[config.mk]
export PLATFORM = sky130hd
export DESIGN_NAME = owbg_div_cell
export DESIGN_NICKNAME = d
export VERILOG_FILES = /design/src/rtl/core/assert_macros.svh /design/src/rtl/core/owbg_div_cell.sv
export SDC_FILE = /design/constraint.sdc
export NUM_CORES = 1
export LEC_CHECK = 0
export ABC_AREA = 1
export BUFFER_PORTS_ARGS = -buffer_cell sky130_fd_sc_hd__buf_2
export CORE_ASPECT_RATIO = 0.5
export CORE_UTILIZATION = 30
export DETAILED_ROUTE_END_ITERATION = 8
export PLACE_DENSITY = 0.54
export SYNTH_ARGS = -nofsm -noshare
export SYNTH_HDL_FRONTEND = slang
export SYNTH_SLANG_ARGS = --single-unit
[constraint.sdc]
create_clock -name clock -period 2 [get_ports clock]
set_input_delay 0.4 -clock clock [delete_from_list [all_inputs] [get_ports clock]]
set_output_delay 0.4 -clock clock [all_outputs]
set_load 0.05 [all_outputs]
[src/rtl/core/assert_macros.svh]
// Assertion helpers used by the core top module.
`ifndef ASSERT_MACROS_SVH
`define ASSERT_MACROS_SVH

// same-cycle implication
`define OWBG_ASSERT_IMPLY(lbl, clk, rst, ante, cons, msg) \
   lbl: assert property (@(posedge clk) disable iff (rst) (ante) |-> (cons)) else $error(msg);

// next-cycle implication
`define OWBG_ASSERT_NEXT(lbl, clk, rst, ante, cons, msg) \
   lbl: assert property (@(posedge clk) disable iff (rst) (ante) |=> (cons)) else $error(msg);

`endif

[src/rtl/core/owbg_div_cell.sv]
`default_nettype none
// One restoring-division step: shifts in the next dividend bit, subtracts the
// divisor if it fits and shifts the quotient bit in behind the dividend.
module owbg_div_cell #(
   parameter int unsigned DW = 10,
   parameter int unsigned QW = 20
) (
   input  wire logic          clock,
   input  wire logic          enable,
   input  wire logic [DW-1:0] d_i,
   input  wire logic [DW-1:0] rem_i,
   input  wire logic [QW-1:0] dq_i,
   output logic      [DW-1:0] d_o,
   output logic      [DW-1:0] rem_o,
   output logic      [QW-1:0] dq_o
);

   logic [DW-1:0] d_ff, rem_ff, rem_in;
   logic [QW-1:0] dq_ff, dq_in;
   logic [DW:0]   trial, diff;
   logic          fits;

   always_comb begin
      trial  = {rem_i, dq_i[QW-1]};
      fits   = trial >= {1'b0, d_i};
      diff   = trial - {1'b0, d_i};
      rem_in = fits ? diff[DW-1:0] : trial[DW-1:0];
      dq_in  = {dq_i[QW-2:0], fits};
   end

   always_ff @(posedge clock) begin
      if (enable) begin
         d_ff   <= d_i;
         rem_ff <= rem_in;
         dq_ff  <= dq_in;
      end
   end

   assign d_o   = d_ff;
   assign rem_o = rem_ff;
   assign dq_o  = dq_ff;

endmodule
`default_nettype wire

## Word-level counts from Yosys, hierarchy flattened

Index checks and enable logic that the tools add are counted.

- Register bits: 40
- Input bits: 42
- Output and inout port bits: 40
- Word-level logic and storage cells: 6

- Add/subtract/negate cells: 1
- Magnitude comparators: 1
- Muxes and demuxes: 1

Operators with widths:

| kind | number |
|---|---|
| greater-or-equal comparator 11 x 10 -> 1 bit | 1 |
| 2-to-1 mux 10 bit | 1 |
| subtractor 10 bit | 1 |

## Logic depth before layout (Yosys ltp)

Gate-level depths: netlist (run 1).

- Depth after elaboration: 2
- Depth in mapped cells: 12
- Gate-level depth less buffers: 12

## Worst setup path after synthesis (run 1)

No wires, ideal clock.

- Kind: input -> register
- Start point: input d_i[5]
- End point: register rem_ff[9] (netlist: rem_o[9]), data pin
- Library setup time: 0.252 ns
- Data arrival time: 1.538 ns
- Setup slack: 0.210 ns
- Cell stages on the path: 11
- Buffers on the path: 1
- Cell sequence: inv_1 -> ha_1 -> nand2_1 -> inv_1 -> a21oi_2 -> nand2_2 -> nand2_2 -> nand2_4 -> buf_12 -> nand3_4 -> nand2_2

- Cells in the longest elaborated chain, start to end: 2

RTL lines:

| what | RTL line | text |
|---|---|---|
| start: declaration | owbg_div_cell.sv:10 | `input wire logic [DW-1:0] d_i,` |
| greater-or-equal comparator 11 x 10 -> 1 bit | owbg_div_cell.sv:25 | `fits = trial >= {1'b0, d_i};` |
| net fits | owbg_div_cell.sv:21 | `logic fits;` |
| 2-to-1 mux 10 bit | owbg_div_cell.sv:27 | `rem_in = fits ? diff[DW-1:0] : trial[DW-1:0];` |
| net rem_in[9] | owbg_div_cell.sv:18 | `logic [DW-1:0] d_ff, rem_ff, rem_in;` |
| end signal: assignment | owbg_div_cell.sv:34 | `rem_ff <= rem_in;` |
| end: declaration | owbg_div_cell.sv:18 |  |

The timed path passes the listed nets, and every way through them passes these cells.
A chain may end at the register's enable or synchronous reset.

## Worst setup path in the final report (run 1)

- Start point: input d_i[6]
- End point: register rem_ff[5] (netlist: rem_o[5]), data pin

- Cells in the longest elaborated chain, start to end: 2

RTL lines:

| what | RTL line |
|---|---|
| greater-or-equal comparator 11 x 10 -> 1 bit | owbg_div_cell.sv:25 |
| 2-to-1 mux 10 bit | owbg_div_cell.sv:27 |
| net rem_in[5] | owbg_div_cell.sv:18 |

The timed path passes the listed nets, and every way through them passes these cells.

==> results.json, run 1 <==
{
  "crit_chain": "buf_2 -> inv_1 -> ha_1 -> nand2_1 -> inv_1 -> a21oi_2 -> nand2_2 -> nand2_2 -> nand2_4 -> buf_4 -> nand3_2 -> nand2_1",
  "p_seq_frac": 0.392,
  "grt_pass1_vias": 1455,
  "worst_pin_slew_ps": 406.7,
  "setup_viol": 0,
  "multi_input_comb_area_sq_um": 638.1,
  "cts_resized": 0,
  "hpwl_um": 3096,
  "yosysWarningCount": 0,
  "initial_core_util": 0.3178,
  "wl_per_cell_um": 11.13,
  "p_int_mw": 1.804,
  "cts_buffer_depth": 2,
  "power_switching_uw": 836.0,
  "finalSetupTns_ps": 0,
  "diodes": 0,
  "critical_path_class": "in -> reg",
  "cp_max_fo": 8,
  "fillers": 617,
  "cts-root-buf": "clkbuf_16",
  "max_cap_viol_count": 0,
  "synth-seq-cells": 40,
  "cp_slowest_cell": "ha_1",
  "rsz0062_at_grt": "false",
  "regArea_sq_um": 1201,
  "slowest_delay_ps": 340,
  "swShare": 0.3166,
  "holdBufCountCts": 0,
  "grt_usage": 0.1266,
  "cp.required_ps": 2040,
  "num_vias": 1501,
  "hold_viol": 0,
  "p_leak_nw": 1.334,
  "die_h_um": 59.22,
  "h-tree-depth": 2,
  "hold_class": "in -> reg",
  "post-cts-setup-buffers": 0,
  "dr.pass1.iters": 4,
  "ir_drop_v": 0.0003073,
  "area_delta_synth_final_pct": 38.85,
  "comb_power_share": 0.256,
  "post-route-min-period_ps": 1697,
  "die_x_um": 116.4,
  "antenna_found_initial": 0,
  "grt_start_max_net_pins": 25,
  "grt_pass1_wl_um": 6506,
  "die-area_sq_um": 6895,
  "crit_arrival_ps": 1740,
  "cts.clk_slew.worst_paths_ps": 60,
  "portBuffers": 81,
  "start_kind": "primary input",
  "rows": 20,
  "cts_tree": "yes",
  "fmaxAchievable_ghz": 0.5893,
  "fin_crit_sh": 0.8485,
  "globalRouteOverflowTotal": 0,
  "cts-buffers-inserted": 5,
  "syn-num-nets": 230,
  "numClockSinks": 40,
  "endpoint_kind": "flip-flop",
  "core_sq_um": 6181,
  "layout-drive-gt1-share": 0.4348,
  "clockPowerShare": 0.351,
  "syn_area_sq_um": 1964,
  "place_congestion": 0.7598,
  "fin_util": 0.4413,
  "pwr_density_cell_nw_per_um2": 967.9,
  "ys_types": 24,
  "yosysSeqAreaShare": 0.6115,
  "routed_via_density": 4.124,
  "relSlewSlack": 0.7288,
  "totalWireLength_um": 4050,
  "synth.avg_cell_area_sq_um": 11.10,
  "drv_slew": 0,
  "syn_inst": 177,
  "drt_iter0_drc": 48,
  "drc": 0,
  "layout.nets": 328,
  "drtAntennaViolNets": 0,
  "status": "finished, final reports clean",
  "ioPinCount": 82
}
cell families after synthesis:
kind of cell             count (synthesis)  synth area share
flip-flops                              40            0.6115
buffers and inverters                   29           0.06369
AO/OA/AOI/OAI                            7           0.02102
XOR/XNOR                                 3           0.01338
AND/OR/NAND/NOR                         87            0.2166
adder cells (fa/ha/maj)                 11           0.07389
synthesized netlist by cell type (all sizes together):
cell | number | area share
nand2 | 62 | 0.13
edfxtp | 40 | 0.61
inv | 28 | 0.054
nand3 | 13 | 0.050
ha | 10 | 0.064
nor2 | 7 | 0.016
a21oi | 5 | 0.015
xor2 | 3 | 0.013
and2 | 1 | 0.0045
buf | 1 | 0.010
fa | 1 | 0.010
nand3b | 1 | 0.0038
nand4 | 1 | 0.0032
nor3 | 1 | 0.0025
o21ai | 1 | 0.0025
o21bai | 1 | 0.0038
or2 | 1 | 0.0032
layout make-up:
type	count	share of cell area
multi-input combinational	108	0.2339
sequential	40	0.4404
inverter	28	0.03853
timing repair buffer	92	0.1835
clock buffer	5	0.04587
tap	88	0.04037
clock inverter	3	0.01743
power groups by stage:
| stage | registers, mW | clock network (mW) | logic (mW) |
|---|---|---|---|
| floorplan | 1.34 | 0 | 0.201 |
| global route | 1.04 | 0.984 | 0.731 |
| CTS | 1.04 | 0.964 | 0.684 |
| finish | 1.04 | 0.927 | 0.677 |
| global placement | 1.05 | 0 | 0.677 |
| detailed placement | 1.05 | 0 | 0.683 |
metal layers:
metal	GRT usage	part of all wire
met5	0	0
met2	0.2164	0.48
met1	0.1560	0.46
met3	0.03170	0.046
met4	0.04945	0.014
cells in the final DEF, fill, tap and decap left out, types with 3 or more instances in the layout:
cell type	count
nand3_2	4
nor2_1	5
buf_4	10
clkbuf_16	5
nand2_2	9
inv_1	27
nand2_1	52
xor2_1	3
a21oi_1	4
edfxtp_1	40
nand3_1	8
buf_2	81
ha_1	10
critical path, delay by kind of cell:
family,cells,cell delay (ps)
AND/OR/NAND/NOR,6,470
AO/OA/AOI/OAI,1,170
buffers and inverters,4,360
adder cells (fa/ha/maj),1,340
worst paths after layout:
check	from	to	slack (ps)	depth (start not counted)
max	d_i[6]	rem_o[5]$_DFFE_PP_	300	12
min	dq_i[2]	dq_o[3]$_DFFE_PP_	290	1
flip-flops by register name (all words and copies together) (netlist names):
signal	cells
dq_o	20
d_o	10
rem_o	10
through the flow:
stage	worst slack, ps	area [sq um]	total power, mW	hold slack (ps)	cells
2_1_floorplan	209.8	1964	1.544	498.9	177
3_3_place_gp	30.89	2555	1.730	577.1	356
3_5_place_dp	-8.165	2555	1.738	578.1	356
4_1_cts	288.6	2728	2.685	282.7	364
5_1_grt	159.2	2728	2.760	279.1	364
6_report	303.0	2728	2.640	290.7	364
Note: power is estimated with default switching activity, not from simulation.
==> inputs of run 2 (changes only) <==
==> constraint.sdc (replaced) <==
create_clock -name clock -period 1.6 [get_ports clock]
set_input_delay 0.32 -clock clock [delete_from_list [all_inputs] [get_ports clock]]
set_output_delay 0.32 -clock clock [all_outputs]
set_load 0.05 [all_outputs]
==> run 2 against run 1 <==
Compared with the run above: utilization increased by 3.4 points; non-clock buffer count increased by 14; first-iteration DRC count increased by 31%; cell count increased by 3.8%; worst hold slack got worse by 82 ps; combinational power increased by 37%; sequential power increased by 24%; wire length increased by 4.9%; sequential cell count unchanged; total power increased by 29%; largest cell class unchanged; die area unchanged; final area increased by 7.6%.
==> results.json, run 2 (same netlist as run 1, synthesis figures left out) <==
{
  "wl_per_cell_um": 11.24,
  "p_seq_frac": 0.381,
  "core_sq_um": 6181,
  "rows": 20,
  "routed_via_density": 4.069,
  "cts.clk_slew.worst_paths_ps": 60,
  "hp-start": "dq_i[7]",
  "largest_reg_flops": 20,
  "drtAntennaViolNets": 0,
  "power_switching_mw": 1.079,
  "initial_core_util": 0.3178,
  "cp.required_ps": 1640,
  "post-route-min-period_ps": 1499,
  "whs_ps": 208.3,
  "relSlewSlack": 0.8289,
  "layout-drive-gt1-share": 0.5000,
  "comb_power_share": 0.274,
  "cts-buffers-inserted": 5,
  "max_cap_viol_count": 0,
  "swShare": 0.3179,
  "hpwl_um": 3231,
  "worst_pin_slew_ps": 258.4,
  "crit_path_start": "d_i[4]",
  "fin_crit_sh": 0.9367,
  "pwr_density_cell_nw_per_um2": 1156,
  "rsz0062_at_grt": "false",
  "area_delta_synth_final_pct": 49.43,
  "dr.pass1.iters": 4,
  "totalWireLength_um": 4249,
  "critical_path_class": "in -> reg",
  "slowest_delay_ps": 220,
  "setup_viol": 0,
  "cp_slowest_cell": "ha_4",
  "diodes": 0,
  "portBuffers": 81,
  "cts_buffer_depth": 2,
  "setup_ws_ps": 101.3,
  "status": "finished, final reports clean",
  "p_int_mw": 2.315,
  "layout_commonest_cell": "buf_2",
  "ir_drop_v": 0.0004392,
  "drv_slew": 0,
  "die_h_um": 59.22,
  "final_cell_mix": "81 x buf_2, 50 x nand2_1, 40 x edfxtp_1, 27 x inv_1, 23 x buf_4",
  "numClockSinks": 40,
  "cts_tree": "yes",
  "die_x_um": 116.4,
  "antenna_found_initial": 0,
  "fmaxAchievable_ghz": 0.6672,
  "ioPinCount": 82,
  "finalSetupTns_ps": 0,
  "crit_arrival_ps": 1540,
  "globalRouteOverflowTotal": 0,
  "num_vias": 1538,
  "start_kind": "primary input",
  "die-area_sq_um": 6895,
  "hold_viol": 0,
  "cp_max_fo": 5,
  "critical_path_buf_inv_count": 3,
  "clockPowerShare": 0.345,
  "grt_pass1_vias": 1411,
  "hold_class": "in -> reg",
  "dp_slack_ps": -229.8,
  "grt_start_max_net_pins": 41,
  "drc": 0,
  "grt_pass1_wl_um": 6561,
  "path_delay_family": "simple AND/OR/NAND/NOR gates",
  "grt_usage": 0.1283,
  "cts-root-buf": "clkbuf_16",
  "layout.nets": 342,
  "drt_iter0_drc": 63,
  "crit_chain": "buf_2 -> inv_1 -> ha_4 -> nand2_1 -> nand2_1 -> a21oi_2 -> nand2_2 -> nand2_2 -> nand2_4 -> buf_4 -> nand3_2 -> nand2_1",
  "h-tree-depth": 2,
  "endpoint_kind": "flip-flop",
  "place_congestion": 0.8204,
  "holdBufCountCts": 0,
  "p_leak_nw": 1.403,
  "cp_common_cell": "nand2_1"
}
## run 2: changes by cell type in the layout (fill, tap and decap cells not counted), moves of 2 or more
cell | previous run | this run
buf_4 | 10 | 23
ha_1 | 10 | 4
ha_4 | 0 | 6
clkinv_4 | 2 | 0
nand2_1 | 52 | 50
nand2_2 | 9 | 11
## run 2: layer usage
layer,vias to the layer above,track usage,wire length (um)
met2,36,0.2156,2002
met5,-,0,0
met4,0,0.05495,59
met3,6,0.02556,198
met1,689,0.1634,1989
li1,807,-,-
## run 2: layout make-up
cell class / count / area (sq um)
Tap cell: 88 / 110.1
Timing Repair Buffer: 106 / 618.1
Clock buffer: 5 / 125.1
Clock inverter: 3 / 46.29
Multi-Input combinational cell: 108 / 729.5
Sequential cell: 40 / 1201
Inverter: 28 / 105.1
Fill cell: 606 / 3246
## run 2: path summary, 6_finish.rpt
| check | endpoint | slack (ps) | cells after the start |
|---|---|---|---|
| setup / recovery | rem_o[6]$_DFFE_PP_ | 100 | 12 |
| hold / removal | dq_o[8]$_DFFE_PP_ | 210 | 1 |
## run 2: power by group through the flow
stage	clock, mW	combinational, mW	sequential (mW)
CTS	1.20	0.925	1.30
finish	1.17	0.929	1.29
global placement	0	0.915	1.31
global route	1.24	1.00	1.30
detailed placement	0	0.923	1.32
floorplan	0	0.271	1.68
## run 2: per-stage QoR
stage / cell area, sq um / std cells / utilization / power [mW]
finish: 2935 / 378 / 0.4749 / 3.394
global route: 2935 / 378 / 0.4749 / 3.548
CTS: 2903 / 378 / 0.4696 / 3.421
detailed placement: 2731 / 370 / 0.4419 / 2.240
global placement: 2731 / 370 / 0.4419 / 2.229
floorplan: 2023 / 177 / - / 1.949
## run 2: what timing repair did
action	in CTS	in global routing
endpoints found under the setup margin	0	10
endpoints found under the hold margin	0	0
resized for setup	0	4
buffers inserted	0	0
==> inputs of run 3 (changes only) <==
--- a/config.mk
+++ b/config.mk
@@ -5,12 +5,12 @@
 export SDC_FILE = /design/constraint.sdc
 export NUM_CORES = 1
 export LEC_CHECK = 0
-export ABC_AREA = 1
 export BUFFER_PORTS_ARGS = -buffer_cell sky130_fd_sc_hd__buf_2
 export CORE_ASPECT_RATIO = 0.5
 export CORE_UTILIZATION = 30
 export DETAILED_ROUTE_END_ITERATION = 8
-export PLACE_DENSITY = 0.54
+export PLACE_DENSITY = 0.55
+export RECOVER_POWER = 50
 export SYNTH_ARGS = -nofsm -noshare
 export SYNTH_HDL_FRONTEND = slang
 export SYNTH_SLANG_ARGS = --single-unit
==> run 3 against run 2 <==
Compared with the run above: the run now ends with design-rule violations, negative setup slack left; wire length shrank 4.3%; sequential cell count unchanged; fmax shrank 21%; highest routed layer unchanged.
==> results.json, run 3 <==
{
  "synth.avg_cell_area_sq_um": 15.86,
  "num_vias": 1367,
  "cts_tree": "yes",
  "fin_crit_sh": 1.184,
  "dr.pass1.iters": 6,
  "ir_drop_v": 0.0004394,
  "cts-root-buf": "clkbuf_16",
  "muxShareOfSynthArea": 0.06927,
  "syn_inst": 115,
  "antenna_found_initial": 0,
  "grt_usage": 0.1365,
  "cp_max_fo": 2,
  "yosysWarningCount": 0,
  "layout.nets": 291,
  "place_congestion": 0.7391,
  "postLayoutCellArea_sq_um": 3120,
  "yosysTopAreaCellShare": 0.6584,
  "drt_iter0_drc": 87,
  "die_x_um": 112.3,
  "fin_util": 0.5515,
  "die_h_um": 57.14,
  "grt_pass1_wl_um": 6617,
  "globalRouteOverflowTotal": 0,
  "synthSimpleGateAreaFrac": 0.04595,
  "violations": "design-rule violations, negative setup slack",
  "core_sq_um": 5658,
  "yosysSeqAreaShare": 0.6584,
  "holdPathEnd": "dq_o[13]$_DFFE_PP_",
  "hold_class": "in -> reg",
  "p_leak_nw": 1.323,
  "synth_most_common_cell": "edfxtp_1",
  "regArea_sq_um": 1201,
  "cts-buffers-inserted": 5,
  "ys_types": 32,
  "die-area_sq_um": 6416,
  "grt_start_max_net_pins": 41,
  "synth_top_flop_cell": "edfxtp_1",
  "largest_reg_flops": 20,
  "initial_core_util": 0.3224,
  "holdBufCountCts": 0,
  "critical_path_class": "in -> reg",
  "endpoint_kind": "flip-flop",
  "multi_input_comb_area_sq_um": 850.8,
  "worstHoldPathCells": 1,
  "area_delta_synth_final_pct": 71.06,
  "pwr_density_cell_nw_per_um2": 1172,
  "rows": 19,
  "post-route-min-period_ps": 1894,
  "drc": 6,
  "synth-seq-cells": 40,
  "layout_commonest_cell": "buf_2",
  "synth-compound-area-share": 0.08505,
  "ys_top_cells_by_count": "40 x edfxtp_1, 12 x inv_1, 10 x ha_1",
  "cp.required_ps": 1640,
  "h-tree-depth": 2,
  "rsz0062_at_grt": "true",
  "postSynth.asyncResetShare": 0,
  "synth_edf_count": 40,
  "worst_pin_slew_ps": 1014,
  "setup_viol": 10,
  "power_mw": 3.659,
  "synth.top_cells.by_area": "edfxtp_1 66%, ha_1 6.9%, mux2_4 5.8%",
  "syn-num-nets": 168,
  "totalWireLength_um": 4065,
  "whs_ps": 214.3,
  "crit_arrival_ps": 1930,
  "max_cap_viol_count": 0,
  "synth_xor_area_frac": 0.03361,
  "final_cell_mix": "67 x buf_2, 40 x edfxtp_1, 32 x buf_4, 10 x ha_4",
  "cts.clk_slew.worst_paths_ps": 60,
  "relSlewSlack": 0.3243,
  "placed_cell_area_sq_um": 2758,
  "synth_top_cell_by_area": "edfxtp_1",
  "portBuffers": 81,
  "layout-drive-gt1-share": 0.7017,
  "fillers": 495,
  "syn_area_sq_um": 1824,
  "drv_slew": 0,
  "start_kind": "primary input",
  "hpwl_um": 2881,
  "synth-adder-area-share": 0.07956,
  "hp-start": "dq_i[12]",
  "ioPinCount": 82,
  "dp_slack_ps": -644.4,
  "hold_viol": 0,
  "numClockSinks": 40,
  "setup_ws_ps": -294.3,
  "cts_buffer_depth": 2,
  "diodes": 0,
  "synth_top_family_by_area": "compound AO/OA/AOI/OAI gates",
  "wl_per_cell_um": 13.07,
  "drtAntennaViolNets": 0,
  "fmaxAchievable_ghz": 0.5279,
  "status": "complete, but fails checks",
  "grt_pass1_vias": 1426,
  "routed_via_density": 4.395
}
==> run 3: cell count changes in the layout (fill, tap and decap cells not counted), moves of 9 or more <==
cell | previous run | this run
buf_2 | 81 | 67
buf_4 | 23 | 32
inv_1 | 27 | 1
nand2_1 | 50 | 1
nand2_2 | 11 | 2
==> run 3: layout make-up <==
type / count / area share
sequential: 40 / 0.3849
multi-input combinational: 62 / 0.2727
timing repair buffer: 116 / 0.2298
clock buffer: 5 / 0.04010
tap: 73 / 0.02927
inverter: 13 / 0.02406
clock inverter: 2 / 0.01925
==> run 3: repair_timing <==
item                       4_1_cts  5_1_grt
resized for setup               35        3
setup buffers                    8        2
setup endpoints to repair       10       10
pin swaps                       20        6
==> run 3: through the flow <==
| step | cells | TNS (ps) |
|---|---|---|
| floorplan | 115 | -3071 |
| global placement | 295 | -5722 |
| detailed placement | 295 | -5814 |
| CTS | 310 | -1657 |
| global route | 311 | -2994 |
| finish | 311 | -2295 |
==> run 3: power breakdown <==
group / switching (mW) / internal [mW] / total, mW
registers: 0.0198 / 1.28 / 1.30
clock network: 0.403 / 0.885 / 1.29
logic: 0.651 / 0.420 / 1.07
==> run 3: cell families after synthesis <==
family	count (synthesis)
AO/OA/AOI/OAI	19
XOR/XNOR	7
adder cells (fa/ha/maj)	11
buffers and inverters	13
flip-flops	40
multiplexers	9
AND/OR/NAND/NOR	16
==> run 3: how the worst max path moves through the flow <==
stage	from	end	slack, ps	depth (start not counted)
2_1_floorplan	dq_i[19]	rem_o[8]$_DFFE_PP_	-400	9
3_3_place_gp	dq_i[19]	rem_o[8]$_DFFE_PP_	-630	10
3_5_place_dp	dq_i[19]	rem_o[8]$_DFFE_PP_	-640	10
4_1_cts	dq_i[19]	rem_o[8]$_DFFE_PP_	-310	10
5_1_grt	dq_i[19]	rem_o[8]$_DFFE_PP_	-400	10
6_report	dq_i[19]	rem_o[8]$_DFFE_PP_	-290	10
==> run 3: routing by layer <==
metal	share of wire	GRT usage	routed length [um]	vias up
li1	-	-	-	675
met3	0.053	0.03826	215	2
met2	0.48	0.2343	1968	39
met1	0.46	0.1693	1852	651
met5	0	0	0	-
met4	0.0071	0.04571	29	0
==> run 3: critical path, cell delays in order <==
cell,delay (ps)
buf_8,110
inv_12,40
ha_4,120
inv_2,30
fa_2,370
a211oi_2,230
o21bai_2,100
a221oi_2,250
xnor2_1,100
mux2_4,250
